`config.mk`:
```
export PLATFORM = sky130hd
export DESIGN_NAME = intel_hex_record_writer_top
export DESIGN_NICKNAME = d
export VERILOG_FILES = /design/src/rtl/ihexw_pkg.sv /design/src/rtl/ihexw_front.sv /design/src/rtl/ihexw_queue.sv /design/src/rtl/ihexw_back.sv /design/src/rtl/intel_hex_record_writer_top.sv
export SDC_FILE = /design/constraint.sdc
export NUM_CORES = 1
export LEC_CHECK = 0
export ABC_CLOCK_PERIOD_IN_PS = 10500
export CAP_MARGIN = 25
export CELL_PAD_IN_SITES_DETAIL_PLACEMENT = 2
export CELL_PAD_IN_SITES_GLOBAL_PLACEMENT = 2
export CORE_MARGIN = 8
export CORE_UTILIZATION = 50
export CTS_BUF_LIST = sky130_fd_sc_hd__clkbuf_2 sky130_fd_sc_hd__clkbuf_4 sky130_fd_sc_hd__clkbuf_8
export DETAILED_ROUTE_END_ITERATION = 7
export DONT_BUFFER_PORTS = 1
export HOLD_SLACK_MARGIN = 0.12
export MAX_ROUTING_LAYER = met4
export PLACE_DENSITY_LB_ADDON = 0.12
export REMOVE_ABC_BUFFERS = 1
export SLEW_MARGIN = 15
export SYNTH_ARGS = -nofsm -noshare
export SYNTH_HDL_FRONTEND = slang
export SYNTH_SLANG_ARGS = --single-unit
```
`constraint.sdc`:
```
create_clock -name clk -period 10.5 [get_ports clk]
set_input_delay 2.1 -clock clk [delete_from_list [all_inputs] [get_ports clk]]
set_output_delay 2.1 -clock clk [all_outputs]
set_load 0.1 [all_outputs]
```
`src/rtl/ihexw_pkg.sv`:
```
// Shared types, codes and helpers of the Intel HEX record writer.
package ihexw_pkg;

	// Default record length and command queue depth
	localparam int RECORD_BYTES_DEF = 16;
	localparam int QUEUE_DEPTH_DEF  = 2;

	// Input command codes as they arrive in tuser
	localparam logic [1:0] CMD_DATA   = 2'd0;
	localparam logic [1:0] CMD_ADDR   = 2'd1;
	localparam logic [1:0] CMD_FINISH = 2'd2;
	localparam logic [1:0] CMD_UNUSED = 2'd3;

	// Operation kinds carried through the queue
	localparam logic [1:0] OP_DATA   = 2'd0;
	localparam logic [1:0] OP_ADDR   = 2'd1;
	localparam logic [1:0] OP_FINISH = 2'd2;

	// ASCII characters
	localparam logic [7:0] CHAR_COLON   = 8'h3A;
	localparam logic [7:0] CHAR_NEWLINE = 8'h0A;
	localparam logic [7:0] CHAR_ZERO    = 8'h30;
	localparam logic [7:0] CHAR_A       = 8'h41;

	// One queued operation
	typedef struct packed {
		logic [1:0]  kind;
		logic [7:0]  data;
		logic [15:0] addr;
	} op_t;

	localparam int OP_W = $bits(op_t);

	// Upper-case hex digit for one nibble
	function automatic logic [7:0] hex_char(input logic [3:0] nib);
		logic [7:0] c;
		if (nib < 4'd10) begin
			c = CHAR_ZERO + {4'd0, nib};
		end else begin
			c = CHAR_A + {4'd0, nib} - 8'd10;
		end
		return c;
	endfunction

endpackage

```
`src/rtl/ihexw_front.sv`:
```
// Front end: accepts input transfers, decodes the command and queues an operation.
module ihexw_front (
	input  logic              s_tvalid,
	output logic              s_tready,
	input  logic [1:0]        s_tuser,   // command[1:0]
	input  logic [23:0]       s_tdata,   // data_byte[7:0], load_address[23:8]
	input  logic              q_full,
	output logic              q_push,
	output ihexw_pkg::op_t    q_op
);
	import ihexw_pkg::*;

	logic cmd_valid;

	// Unused command code is taken and dropped
	always_comb begin
		unique case (s_tuser)
			CMD_DATA:   cmd_valid = 1'b1;
			CMD_ADDR:   cmd_valid = 1'b1;
			CMD_FINISH: cmd_valid = 1'b1;
			default:    cmd_valid = 1'b0;
		endcase
	end

	// Map command to operation kind
	always_comb begin
		q_op.data = s_tdata[7:0];
		q_op.addr = s_tdata[23:8];
		unique case (s_tuser)
			CMD_ADDR:   q_op.kind = OP_ADDR;
			CMD_FINISH: q_op.kind = OP_FINISH;
			default:    q_op.kind = OP_DATA;
		endcase
	end

	assign s_tready = !q_full;
	assign q_push   = s_tvalid && !q_full && cmd_valid;

endmodule

```
`src/rtl/ihexw_queue.sv`:
```
// Small FIFO between front end and record emitter.
module ihexw_queue #(
	parameter int WIDTH = ihexw_pkg::OP_W,
	parameter int DEPTH = ihexw_pkg::QUEUE_DEPTH_DEF
) (
	input  logic             clk,
	input  logic             arst_n,
	input  logic             push,
	input  logic [WIDTH-1:0] push_data,
	output logic             full,
	input  logic             pop,
	output logic             not_empty,
	output logic [WIDTH-1:0] pop_data
);
	import ihexw_pkg::*;

	localparam int AW = (DEPTH > 1) ? $clog2(DEPTH) : 1;
	localparam int CW = $clog2(DEPTH + 1);

	logic [WIDTH-1:0] mem_q [DEPTH];
	logic [AW-1:0]    wr_ptr_q;
	logic [AW-1:0]    rd_ptr_q;
	logic [CW-1:0]    count_q;
	logic             do_push;
	logic             do_pop;

	assign full      = (count_q == CW'(DEPTH));
	assign not_empty = (count_q != '0);
	assign do_push   = push && !full;
	assign do_pop    = pop && not_empty;
	assign pop_data  = mem_q[rd_ptr_q];

	// Storage
	always_ff @(posedge clk) begin
		if (do_push) begin
			mem_q[wr_ptr_q] <= push_data;
		end
	end

	// Pointers and fill level
	always_ff @(posedge clk or negedge arst_n) begin
		if (!arst_n) begin
			wr_ptr_q <= '0;
			rd_ptr_q <= '0;
			count_q  <= '0;
		end else begin
			if (do_push) begin
				wr_ptr_q <= (wr_ptr_q == AW'(DEPTH - 1)) ? '0 : wr_ptr_q + 1'b1;
			end
			if (do_pop) begin
				rd_ptr_q <= (rd_ptr_q == AW'(DEPTH - 1)) ? '0 : rd_ptr_q + 1'b1;
			end
			if (do_push && !do_pop) begin
				count_q <= count_q + 1'b1;
			end else if (do_pop && !do_push) begin
				count_q <= count_q - 1'b1;
			end
		end
	end

endmodule

```
`src/rtl/ihexw_back.sv`:
```
// Back end: record buffer, address tracking and character sequencer.
module ihexw_back #(
	parameter int RECORD_BYTES = ihexw_pkg::RECORD_BYTES_DEF,
	parameter int CW           = $clog2(RECORD_BYTES + 1)
) (
	input  logic              clk,
	input  logic              arst_n,
	input  logic              op_valid,
	input  ihexw_pkg::op_t    op,
	output logic              op_pop,
	output logic              m_tvalid,
	input  logic              m_tready,
	output logic [7:0]        m_tdata,   // ascii_char[7:0]
	output logic              m_tlast,
	output logic              busy,
	output logic [CW-1:0]     level
);
	import ihexw_pkg::*;

	localparam int IW = (RECORD_BYTES > 1) ? $clog2(RECORD_BYTES) : 1;
	localparam int KW = $clog2(RECORD_BYTES + 5);

	localparam logic [1:0] ST_IDLE  = 2'd0;
	localparam logic [1:0] ST_COLON = 2'd1;
	localparam logic [1:0] ST_BYTE  = 2'd2;
	localparam logic [1:0] ST_NL    = 2'd3;

	logic [1:0]    state_q;
	logic [7:0]    rec_mem_q [RECORD_BYTES];
	logic [CW-1:0] byte_count_q;
	logic [15:0]   record_address_q;
	logic [15:0]   new_addr_q;
	logic          load_q;       // load new_addr_q once the flush record ends
	logic          end_q;        // record in progress is the end record
	logic          pend_end_q;   // end record follows the flush record
	logic [KW-1:0] k_q;          // byte index within the record
	logic          nib_q;        // 0 high digit, 1 low digit
	logic [7:0]    sum_q;
	logic          m_tvalid_q;
	logic [7:0]    m_tdata_q;
	logic          m_tlast_q;

	logic          take;
	logic          emit;
	logic [CW-1:0] rec_cnt;
	logic [KW-1:0] chk_k;
	logic [KW-1:0] data_off;
	logic [7:0]    cur_byte;
	logic [7:0]    cur_char;
	logic          cur_last;
	logic [CW-1:0] count_inc;

	assign op_pop    = (state_q == ST_IDLE);
	assign take      = op_valid && (state_q == ST_IDLE);
	assign emit      = (state_q != ST_IDLE) && (!m_tvalid_q || m_tready);
	assign count_inc = byte_count_q + 1'b1;

	// Field selection for the current record byte
	assign rec_cnt  = end_q ? '0 : byte_count_q;
	assign chk_k    = KW'(rec_cnt) + KW'(4);
	assign data_off = k_q - KW'(4);

	always_comb begin
		if (k_q == KW'(0)) begin
			cur_byte = 8'(rec_cnt);
		end else if (k_q == KW'(1)) begin
			cur_byte = end_q ? 8'h00 : record_address_q[15:8];
		end else if (k_q == KW'(2)) begin
			cur_byte = end_q ? 8'h00 : record_address_q[7:0];
		end else if (k_q == KW'(3)) begin
			cur_byte = end_q ? 8'h01 : 8'h00;
		end else if (k_q == chk_k) begin
			cur_byte = 8'h00 - sum_q;
		end else begin
			cur_byte = rec_mem_q[data_off[IW-1:0]];
		end
	end

	// Character for the current sequencer step
	always_comb begin
		cur_last = 1'b0;
		unique case (state_q)
			ST_COLON: cur_char = CHAR_COLON;
			ST_BYTE:  cur_char = hex_char(nib_q ? cur_byte[3:0] : cur_byte[7:4]);
			ST_NL: begin
				cur_char = CHAR_NEWLINE;
				cur_last = end_q || !pend_end_q;
			end
			default:  cur_char = CHAR_NEWLINE;
		endcase
	end

	// Record buffer write
	always_ff @(posedge clk) begin
		if (take && (op.kind == OP_DATA)) begin
			rec_mem_q[byte_count_q[IW-1:0]] <= op.data;
		end
	end

	// Sequencer and record state
	always_ff @(posedge clk or negedge arst_n) begin
		if (!arst_n) begin
			state_q          <= ST_IDLE;
			byte_count_q     <= '0;
			record_address_q <= '0;
			new_addr_q       <= '0;
			load_q           <= 1'b0;
			end_q            <= 1'b0;
			pend_end_q       <= 1'b0;
			k_q              <= '0;
			nib_q            <= 1'b0;
			sum_q            <= '0;
		end else if (take) begin
			unique case (op.kind)
				OP_DATA: begin
					byte_count_q <= count_inc;
					if (count_inc == CW'(RECORD_BYTES)) begin
						state_q <= ST_COLON;
					end
				end
				OP_ADDR: begin
					if (byte_count_q != '0) begin
						state_q    <= ST_COLON;
						load_q     <= 1'b1;
						new_addr_q <= op.addr;
					end else begin
						record_address_q <= op.addr;
					end
				end
				OP_FINISH: begin
					state_q <= ST_COLON;
					if (byte_count_q != '0) begin
						pend_end_q <= 1'b1;
					end else begin
						end_q <= 1'b1;
					end
				end
				default: ;
			endcase
		end else if (emit) begin
			unique case (state_q)
				ST_COLON: begin
					state_q <= ST_BYTE;
					k_q     <= '0;
					nib_q   <= 1'b0;
					sum_q   <= '0;
				end
				ST_BYTE: begin
					nib_q <= !nib_q;
					if (nib_q) begin
						sum_q <= sum_q + cur_byte;
						if (k_q == chk_k) begin
							state_q <= ST_NL;
						end else begin
							k_q <= k_q + 1'b1;
						end
					end
				end
				ST_NL: begin
					if (end_q) begin
						end_q   <= 1'b0;
						state_q <= ST_IDLE;
					end else begin
						// data record done: advance or reload the address
						record_address_q <= load_q ? new_addr_q
							: record_address_q + 16'(byte_count_q);
						load_q       <= 1'b0;
						byte_count_q <= '0;
						if (pend_end_q) begin
							pend_end_q <= 1'b0;
							end_q      <= 1'b1;
							state_q    <= ST_COLON;
						end else begin
							state_q <= ST_IDLE;
						end
					end
				end
				default: state_q <= ST_IDLE;
			endcase
		end
	end

	// Output register
	always_ff @(posedge clk or negedge arst_n) begin
		if (!arst_n) begin
			m_tvalid_q <= 1'b0;
		end else if (emit) begin
			m_tvalid_q <= 1'b1;
		end else if (m_tready) begin
			m_tvalid_q <= 1'b0;
		end
	end

	always_ff @(posedge clk) begin
		if (emit) begin
			m_tdata_q <= cur_char;
			m_tlast_q <= cur_last;
		end
	end

	assign m_tvalid = m_tvalid_q;
	assign m_tdata  = m_tdata_q;
	assign m_tlast  = m_tlast_q;
	assign busy     = (state_q != ST_IDLE);
	assign level    = byte_count_q;

endmodule

```
`src/rtl/intel_hex_record_writer_top.sv`:
```
// Top level of the Intel HEX record writer: front end, command queue, record emitter.
//
// Channel   Dir  Handshake            tdata                         tuser / tlast
// s_*       in   s_tvalid/s_tready    data_byte, load_address       tuser = command
// m_*       out  m_tvalid/m_tready    ascii_char                    tlast = last_char
//
// A data byte that does not fill the buffer is only stored; the emitter stays idle and
// can take the next command. A record is sent one character per cycle by the single
// sequencer, as long as the output register is not held.
// Input is taken while the command queue has room, so the front keeps accepting
// while a record is sent; the emitter stalls when the output register is held.
// Asynchronous active-low reset empties the queue and clears count and address.
module intel_hex_record_writer_top #(
	parameter int RECORD_BYTES = ihexw_pkg::RECORD_BYTES_DEF,
	parameter int QUEUE_DEPTH  = ihexw_pkg::QUEUE_DEPTH_DEF
) (
	input  logic        clk,
	input  logic        arst_n,
	input  logic        s_tvalid,
	output logic        s_tready,
	input  logic [1:0]  s_tuser,   // command[1:0]
	input  logic [23:0] s_tdata,   // data_byte[7:0], load_address[23:8]
	output logic        m_tvalid,
	input  logic        m_tready,
	output logic [7:0]  m_tdata,   // ascii_char[7:0]
	output logic        m_tlast
);
	import ihexw_pkg::*;

	localparam int CW = $clog2(RECORD_BYTES + 1);

	logic          q_push;
	logic          q_full;
	op_t           q_in;
	op_t           q_out;
	logic          q_not_empty;
	logic          q_pop;
	logic          busy;
	logic [CW-1:0] level;

	ihexw_front u_front (
		.s_tvalid (s_tvalid),
		.s_tready (s_tready),
		.s_tuser  (s_tuser),
		.s_tdata  (s_tdata),
		.q_full   (q_full),
		.q_push   (q_push),
		.q_op     (q_in)
	);

	ihexw_queue #(
		.WIDTH (OP_W),
		.DEPTH (QUEUE_DEPTH)
	) u_queue (
		.clk       (clk),
		.arst_n    (arst_n),
		.push      (q_push),
		.push_data (q_in),
		.full      (q_full),
		.pop       (q_pop),
		.not_empty (q_not_empty),
		.pop_data  (q_out)
	);

	ihexw_back #(
		.RECORD_BYTES (RECORD_BYTES),
		.CW           (CW)
	) u_back (
		.clk      (clk),
		.arst_n   (arst_n),
		.op_valid (q_not_empty),
		.op       (q_out),
		.op_pop   (q_pop),
		.m_tvalid (m_tvalid),
		.m_tready (m_tready),
		.m_tdata  (m_tdata),
		.m_tlast  (m_tlast),
		.busy     (busy),
		.level    (level)
	);

	// Buffer level never passes the record length
	a_level_bound: assert property (@(posedge clk) disable iff (!arst_n)
		level <= CW'(RECORD_BYTES))
		else $error("record buffer level out of range");

	// The final character of a command is always the newline
	a_last_is_newline: assert property (@(posedge clk) disable iff (!arst_n)
		(m_tvalid && m_tlast) |-> (m_tdata == CHAR_NEWLINE))
		else $error("last character is not a newline");

	// Queue is never pushed while full
	a_no_overflow: assert property (@(posedge clk) disable iff (!arst_n)
		q_push |-> !q_full)
		else $error("command queue overflow");

	// Emitter only starts work from a queued operation
	a_busy_from_queue: assert property (@(posedge clk) disable iff (!arst_n)
		$rose(busy) |-> $past(q_not_empty))
		else $error("emitter started without a queued operation");

endmodule
```
# After elaboration in Yosys (flattened, before gate mapping)
# Memory sizes are Yosys's and may differ from the RTL's.
# Cells that the tools add are included.
# op_classes
n_lt_le_gt_ge	1
n_addsub	14
n_reduce_logical	39
n_bitwise	1
mux	67
eq_ne	26
# op_table
cell	count
16-bit two-way mux	7
8-bit two-way mux	9
5-bit two-way mux	8
8-bit one-hot mux with 2 select lines	2
1-bit two-way mux	26
5-bit AND reduction	4
2-bit two-way mux	9
16-bit by 5-bit adder with 16-bit output	1
2-bit != test, second input constant	7
2-bit nonzero test	7
2-bit one-hot mux with 3 select lines	2
4-bit AND reduction	3
5-bit by 1-bit adder with 5-bit output, second input constant	2
2-bit equality test, second input constant	5
5-bit by 2-bit equality test with 1-bit output, second input constant	2
5-bit one-hot mux with 2 select lines	1
7-bit by 4-bit adder with 8-bit output, first input constant	1
8-bit adder	1
1-bit logical AND	8
1-bit by 8-bit subtractor with 8-bit output, first input constant	1
8-bit by 4-bit subtractor with 8-bit output, second input constant	1
6-bit by 4-bit adder with 7-bit output, first input constant	1
2-bit by 1-bit equality test with 1-bit output, second input constant	3
1-bit zero test	6
24 further kinds	31
# word_totals
mem_count	2
mem_bits_rw	180
reg_bits	70
# memory_table
name	depth	word_bits	read_ports	rd_clocked_by_memory_dff	write_ports	line_no	text
u_back.rec_mem_q	16	8	1	0	1	ihexw_back.sv:29	logic [7:0] rec_mem_q [RECORD_BYTES];
u_queue.mem_q	2	26	1	0	1	ihexw_queue.sv:20	logic [WIDTH-1:0] mem_q [DEPTH];

# Depth between registers and ports, before layout
# depth
word_depth	13
ltp_mapped	20

# Hierarchy
# From an unflattened synthesis, not the netlist that was laid out.
# unflattened
hier_cells	855
area_unflattened_um2	12067.8
# by_module_without_submodules
mod	n_inst	cells_per_inst	area_per_inst_um2
ihexw_back	1	726	9679.3
ihexw_queue	1	100	2177.1
ihexw_front	1	29	211.5

# Worst setup path after synthesis
# No wires, ideal clock.
# synth_timing
kind	input port to flip-flop
start	input port m_tready
end	register u_back.record_address_q[12]
cell_stages	7
t_required_ns	10.374
path_slack_ns	6.572
arrival_time_ns	3.802
cell_sequence	nor2b_1 -> nor2_1 -> nand2_1 -> nor2_1 -> a31oi_1 -> clkbuf_1 -> a221o_1
# synth_via
elab_chain_cells	4
# synth_lines
item	line_no	text
start: declaration	intel_hex_record_writer_top.sv:24	input logic m_tready,
1-bit logical OR	ihexw_back.sv:55	assign emit = (state_q != ST_IDLE) && (!m_tvalid_q || m_tready);
1-bit logical AND	ihexw_back.sv:55	
named net u_back.emit	ihexw_back.sv:44	logic emit;
2-bit nonzero test (no source line)	--	
5-bit AND reduction (no source line)	--	
end signal: assignment	ihexw_back.sv:127	record_address_q <= op.addr;
end signal: assignment	ihexw_back.sv:165	record_address_q <= load_q ? new_addr_q
end: declaration	ihexw_back.sv:31	logic [15:0] record_address_q;
# The timed path passes the listed nets, and every way through them passes these cells.
# A chain may end at the register's enable or synchronous reset.

# Worst setup path in the final report
# layout_timing
start	register u_back.k_q[1]
end	register u_back.sum_q[7]
# layout_via
elab_chain_cells	10
elab_cells_between_ends	15
classes_between	2 x add/sub; 4 x eq/ne; 7 x mux; 1 x reduce/logical; 1 x memory
# layout_lines
item	line_no	text
start: declaration	ihexw_back.sv:36	logic [KW-1:0] k_q;
start signal: assignment	ihexw_back.sv:155	k_q <= k_q + 1'b1;
4-bit by 3-bit subtractor with 4-bit output	ihexw_back.sv:61	assign data_off = k_q - KW'(4);
memory read 16 x 8 bit	--	
8-bit two-way mux	ihexw_back.sv:72	end else if (k_q == chk_k) begin
8-bit two-way mux	ihexw_back.sv:70	end else if (k_q == KW'(3)) begin
8-bit two-way mux	ihexw_back.sv:68	end else if (k_q == KW'(2)) begin
8-bit two-way mux	ihexw_back.sv:66	end else if (k_q == KW'(1)) begin
8-bit two-way mux (*)	ihexw_back.sv:64	if (k_q == KW'(0)) begin
8-bit adder (*)	ihexw_back.sv:151	sum_q <= sum_q + cur_byte;
8-bit two-way mux (*)	ihexw_back.sv:150	if (nib_q) begin
8-bit one-hot mux with 2 select lines (*)	ihexw_back.sv:141	unique case (state_q)
end signal: assignment	ihexw_back.sv:151	
end: declaration	ihexw_back.sv:38	logic [7:0] sum_q;
# Mark *: on every way between the ends. The rest lies on a longest branch, timed or not. The select of a mux whose other input is x is not followed.

==> results.py <==
metrics = {
    "outcome": {
        "status": "complete, no violations",
    },
    "clocking": {
        "ctsResizeCount": 0,
        "cts_buffers": 43,
        "clk_path_buf_depth": 3,
        "holdBufCountCts": 0,
        "clock-sinks": 249,
        "cts.clk_slew.worst_paths_ns": 0.06,
        "cts-root-buf": "clkbuf_8",
        "cts_tree": "built",
        "clock_latency_ns": 0.57,
        "cts_setup_buffers": 0,
        "htreeDepth": 2,
    },
    "routing": {
        "dr_total_vias": 8214,
        "wl_per_cell_um": 32.3,
        "wirelength_um": 41000,
        "first_iter_violations": 598,
        "ant_nets": 0,
        "via_per_inst": 6.46,
        "drc": 0,
        "drtPass1Iterations": 7,
    },
    "timing": {
        "finClkSkew_ns": 0.0239,
        "slew-limit-headroom_pct": 26.6,
        "max_slew.worst_pin.slew_ns": 1.10,
        "fin_crit_sh_pct": 44.2,
        "setup_viol": 0,
        "fmax_ghz": 0.215,
        "finalMaxSlewViolations": 0,
        "hold_violations": 0,
        "period_needed_ns": 4.64,
        "rsz0062_at_grt": "no",
        "tns_ns": 0,
    },
    "logic_synthesis": {
        "yosysMostFrequentCell": "edfxtp_1",
        "synth_area_leader_cell": "edfxtp_1",
        "synthCells": 902,
        "ys_ff_latch": 249,
        "synthTopCellsByArea": "edfxtp_1 47%, dfrtp_1 13%, mux4_1 4.0%",
        "synth-async-reset-ratio_pct": 24.5,
        "synth_edf_count": 188,
        "synth_area_mm2": 0.0119,
        "netlist_top_cells_count": "188 x edfxtp_1, 70 x nand2_1, 70 x nor2_1, 61 x dfrtp_1, 55 x a21oi_1",
        "synth_cell_types": 76,
        "synthFlopType": "edfxtp_1",
        "yosysSeqAreaShare_pct": 60.1,
        "synth_warnings": 0,
        "yosysTopAreaCellShare_pct": 47.3,
        "avgSynthCellArea_um2": 13.2,
    },
    "worst_setup_path": {
        "slowest_stage": "dfrtp_2",
        "crit_top_cell": "a21oi_1",
        "crit_chain": "inv_1 > ha_1 > and2_1 > o311ai_0 > o21ai_0 > ha_1 > a21o_1 > a21oi_1 > o21bai_1 > a21oi_1 > o21ai_0 > xor2_1 > a21oi_1 > o22ai_1",
        "worstSetupPathType": "reg -> reg",
        "slowest_delay_ns": 0.99,
        "crit_path_start_kind": "flop",
        "critPathCaptureType": "flop",
        "cp_max_fo": 40,
        "cp.arrival_ns": 5.10,
        "crit_required_ns": 10.95,
    },
    "placement": {
        "hpwlAfterDp_um": 25700,
        "place.gp.congestion": 0.836,
        "port_buffers": 0,
        "dpl_cell_area_mm2": 0.0122,
    },
    "grt": {
        "grt_usage_pct": 29.9,
        "grt_antenna_before_repair": 0,
        "grt-ovfl-total": 0,
        "grt_max_degree": 62,
        "grt_pass1_vias": 9267,
        "grt_pass1_wl_um": 61900,
    },
    "finish": {
        "antennaDiodeCount": 0,
        "nets": 981,
        "fillers": 2114,
        "final_area_mm2": 0.0131,
        "area_growth_pct": 9.39,
        "multiInputGateArea_mm2": 0.00437,
        "ff_latch_area_mm2": 0.00717,
        "drive_above_1_share_pct": 13.9,
    },
    "power_and_ir_drop": {
        "p_sw_share_pct": 43.3,
        "power.density_mw_per_mm2": 307,
        "internal_power_w": 0.00227,
        "clockPowerShare_pct": 23.1,
        "p_leak_nw": 4.74,
        "p_sw_w": 0.00174,
        "p_comb_share_pct": 36.3,
        "seq_power_share_pct": 40.7,
        "total_power_w": 0.00401,
        "max-vdd-ir-drop_mv": 0.181,
    },
    "floorplanning": {
        "io_pins": 41,
        "start_util_pct": 50.8,
        "die-area_mm2": 0.0291,
        "fp.dieW_um": 170,
        "core-area_mm2": 0.0235,
        "die_y_um": 170,
        "rows": 56,
    },
    "min_path": {
        "hold_class": "reg -> reg",
    },
    "run": {
        "cap_violations": 0,
    },
}
## cells in the final DEF, fill, tap and decap left out, types with 5 or more instances in the layout
| cell type | Yosys | layout |
|---|---|---|
| a21oi_1 | 55 | 55 |
| buf_4 | 4 | 18 |
| clkbuf_8 | 1 | 45 |
| a22oi_1 | 19 | 19 |
| clkinv_1 | 0 | 8 |
| clkbuf_4 | 0 | 18 |
| nand3_1 | 17 | 17 |
| ha_1 | 30 | 30 |
| or3_1 | 5 | 5 |
| a22o_1 | 6 | 6 |
| mux4_2 | 16 | 16 |
| o22ai_1 | 6 | 6 |
| o311ai_0 | 5 | 5 |
| and3_1 | 5 | 5 |
| o21ai_0 | 48 | 48 |
| nor3_1 | 14 | 14 |
| dfrtp_1 | 61 | 59 |
| mux2_2 | 16 | 16 |
| nor2_1 | 70 | 68 |
| edfxtp_1 | 188 | 188 |
| o211ai_1 | 6 | 6 |
| o31ai_1 | 6 | 6 |
| mux4_1 | 18 | 18 |
| nand2_1 | 70 | 70 |
| nor2b_1 | 15 | 15 |
| mux2i_1 | 18 | 18 |
| a21boi_0 | 7 | 7 |
| xnor2_1 | 17 | 17 |
| inv_1 | 30 | 30 |
| a21o_1 | 9 | 9 |
| nand2b_1 | 13 | 13 |
| a211oi_1 | 6 | 6 |
| clkinv_2 | 0 | 5 |
| and2_1 | 7 | 7 |
| xor2_1 | 8 | 8 |
## through the flow
stage                     setup slack (ns)  instances  hold WS, ns  utilization, %
final                                 5.86       1272        0.531            55.6
after global routing                  5.57       1272        0.547            55.6
after CTS                             5.92       1269        0.534            55.5
after detailed placement              6.10       1190        0.498            51.8
after global placement                6.22       1190        0.482            51.8
after floorplan                       6.25        856        0.458               -
## worst max-delay path, delay by kind of cell, from the launching register on
family,cells,cell delay (ns)
buffers and inverters,1,0.16
xor gates and xnor gates,1,0.17
AOI/OAI and AO/OA,9,2.18
adders and majority gates,2,0.74
and+or+nand+nor,1,0.26
DFF,1,0.99
## layer usage
| layer | part of all wire [%] | GRT usage [%] | vias to the layer above |
|---|---|---|---|
| met4 | 5.1 | 14.3 | 0 |
| met3 | 6.4 | 5.42 | 115 |
| li1 | - | - | 3474 |
| met1 | 39 | 35.4 | 4267 |
| met5 | 0 | - | - |
| met2 | 49 | 49.0 | 358 |
## area by class of cell
class	instances	area share [%]
tap	319	3.06
timing repair buffer	18	1.04
clock inverter	16	0.796
clock buffer	63	5.78
sequential	249	55.0
multi-input combinational	577	33.5
inverter	30	0.863
## cell families (layout without fill, tap and decap cells)
kind of cell | after synthesis | in the layout | synth area share (%)
mux | 68 | 68 | 10.0
compound gates | 209 | 209 | 11.5
xor+xnor | 25 | 25 | 1.84
simple gates | 242 | 242 | 9.79
buf+inv | 76 | 127 | 3.29
fa+ha+maj | 32 | 32 | 3.48
other cells | 1 | 1 | 0.0314
flops | 249 | 249 | 60.1
## final timing paths
path | start | to | slack (ns) | depth (start not counted)
worst max-delay path | u_back.k_q[1] | u_back.sum_q[7] | 5.86 | 14
worst min-delay path | u_back.new_addr_q[13] | u_back.new_addr_q[13] | 0.53 | 1
worst max register to register | u_back.k_q[1] | u_back.sum_q[7] | 5.86 | 14
worst min register to register | u_back.new_addr_q[13] | u_back.new_addr_q[13] | 0.53 | 1
max in group asynchronous | arst_n | u_back.new_addr_q[13] | 9.15 | 0
min in group asynchronous | arst_n | u_back.sum_q[5] | 1.22 | 0
## power by group through the flow
stage | clock network (W) | logic (W) | registers (W)
floorplan | 0 | 0.000863 | 0.00158
global placement | 0 | 0.00123 | 0.00160
detailed placement | 0 | 0.00136 | 0.00162
CTS | 0.000935 | 0.00144 | 0.00162
global route | 0.000974 | 0.00155 | 0.00164
finish | 0.000924 | 0.00145 | 0.00163
## flip-flops by register name, summed over array words and instances (netlist names)
signal	cells
u_back.end_q	1
u_back.k_q	5
u_back.level	5
u_back.load_q	1
u_back.m_tdata	7
u_back.m_tlast	1
u_back.m_tvalid	1
u_back.new_addr_q	16
u_back.nib_q	1
u_back.pend_end_q	1
u_back.rec_mem_q	128
u_back.record_address_q	16
u_back.state_q	2
u_back.sum_q	8
u_queue.count_q	2
u_queue.mem_q	52
u_queue.rd_ptr_q	1
u_queue.wr_ptr_q	1
Note: power is estimated with default switching activity, not from simulation.
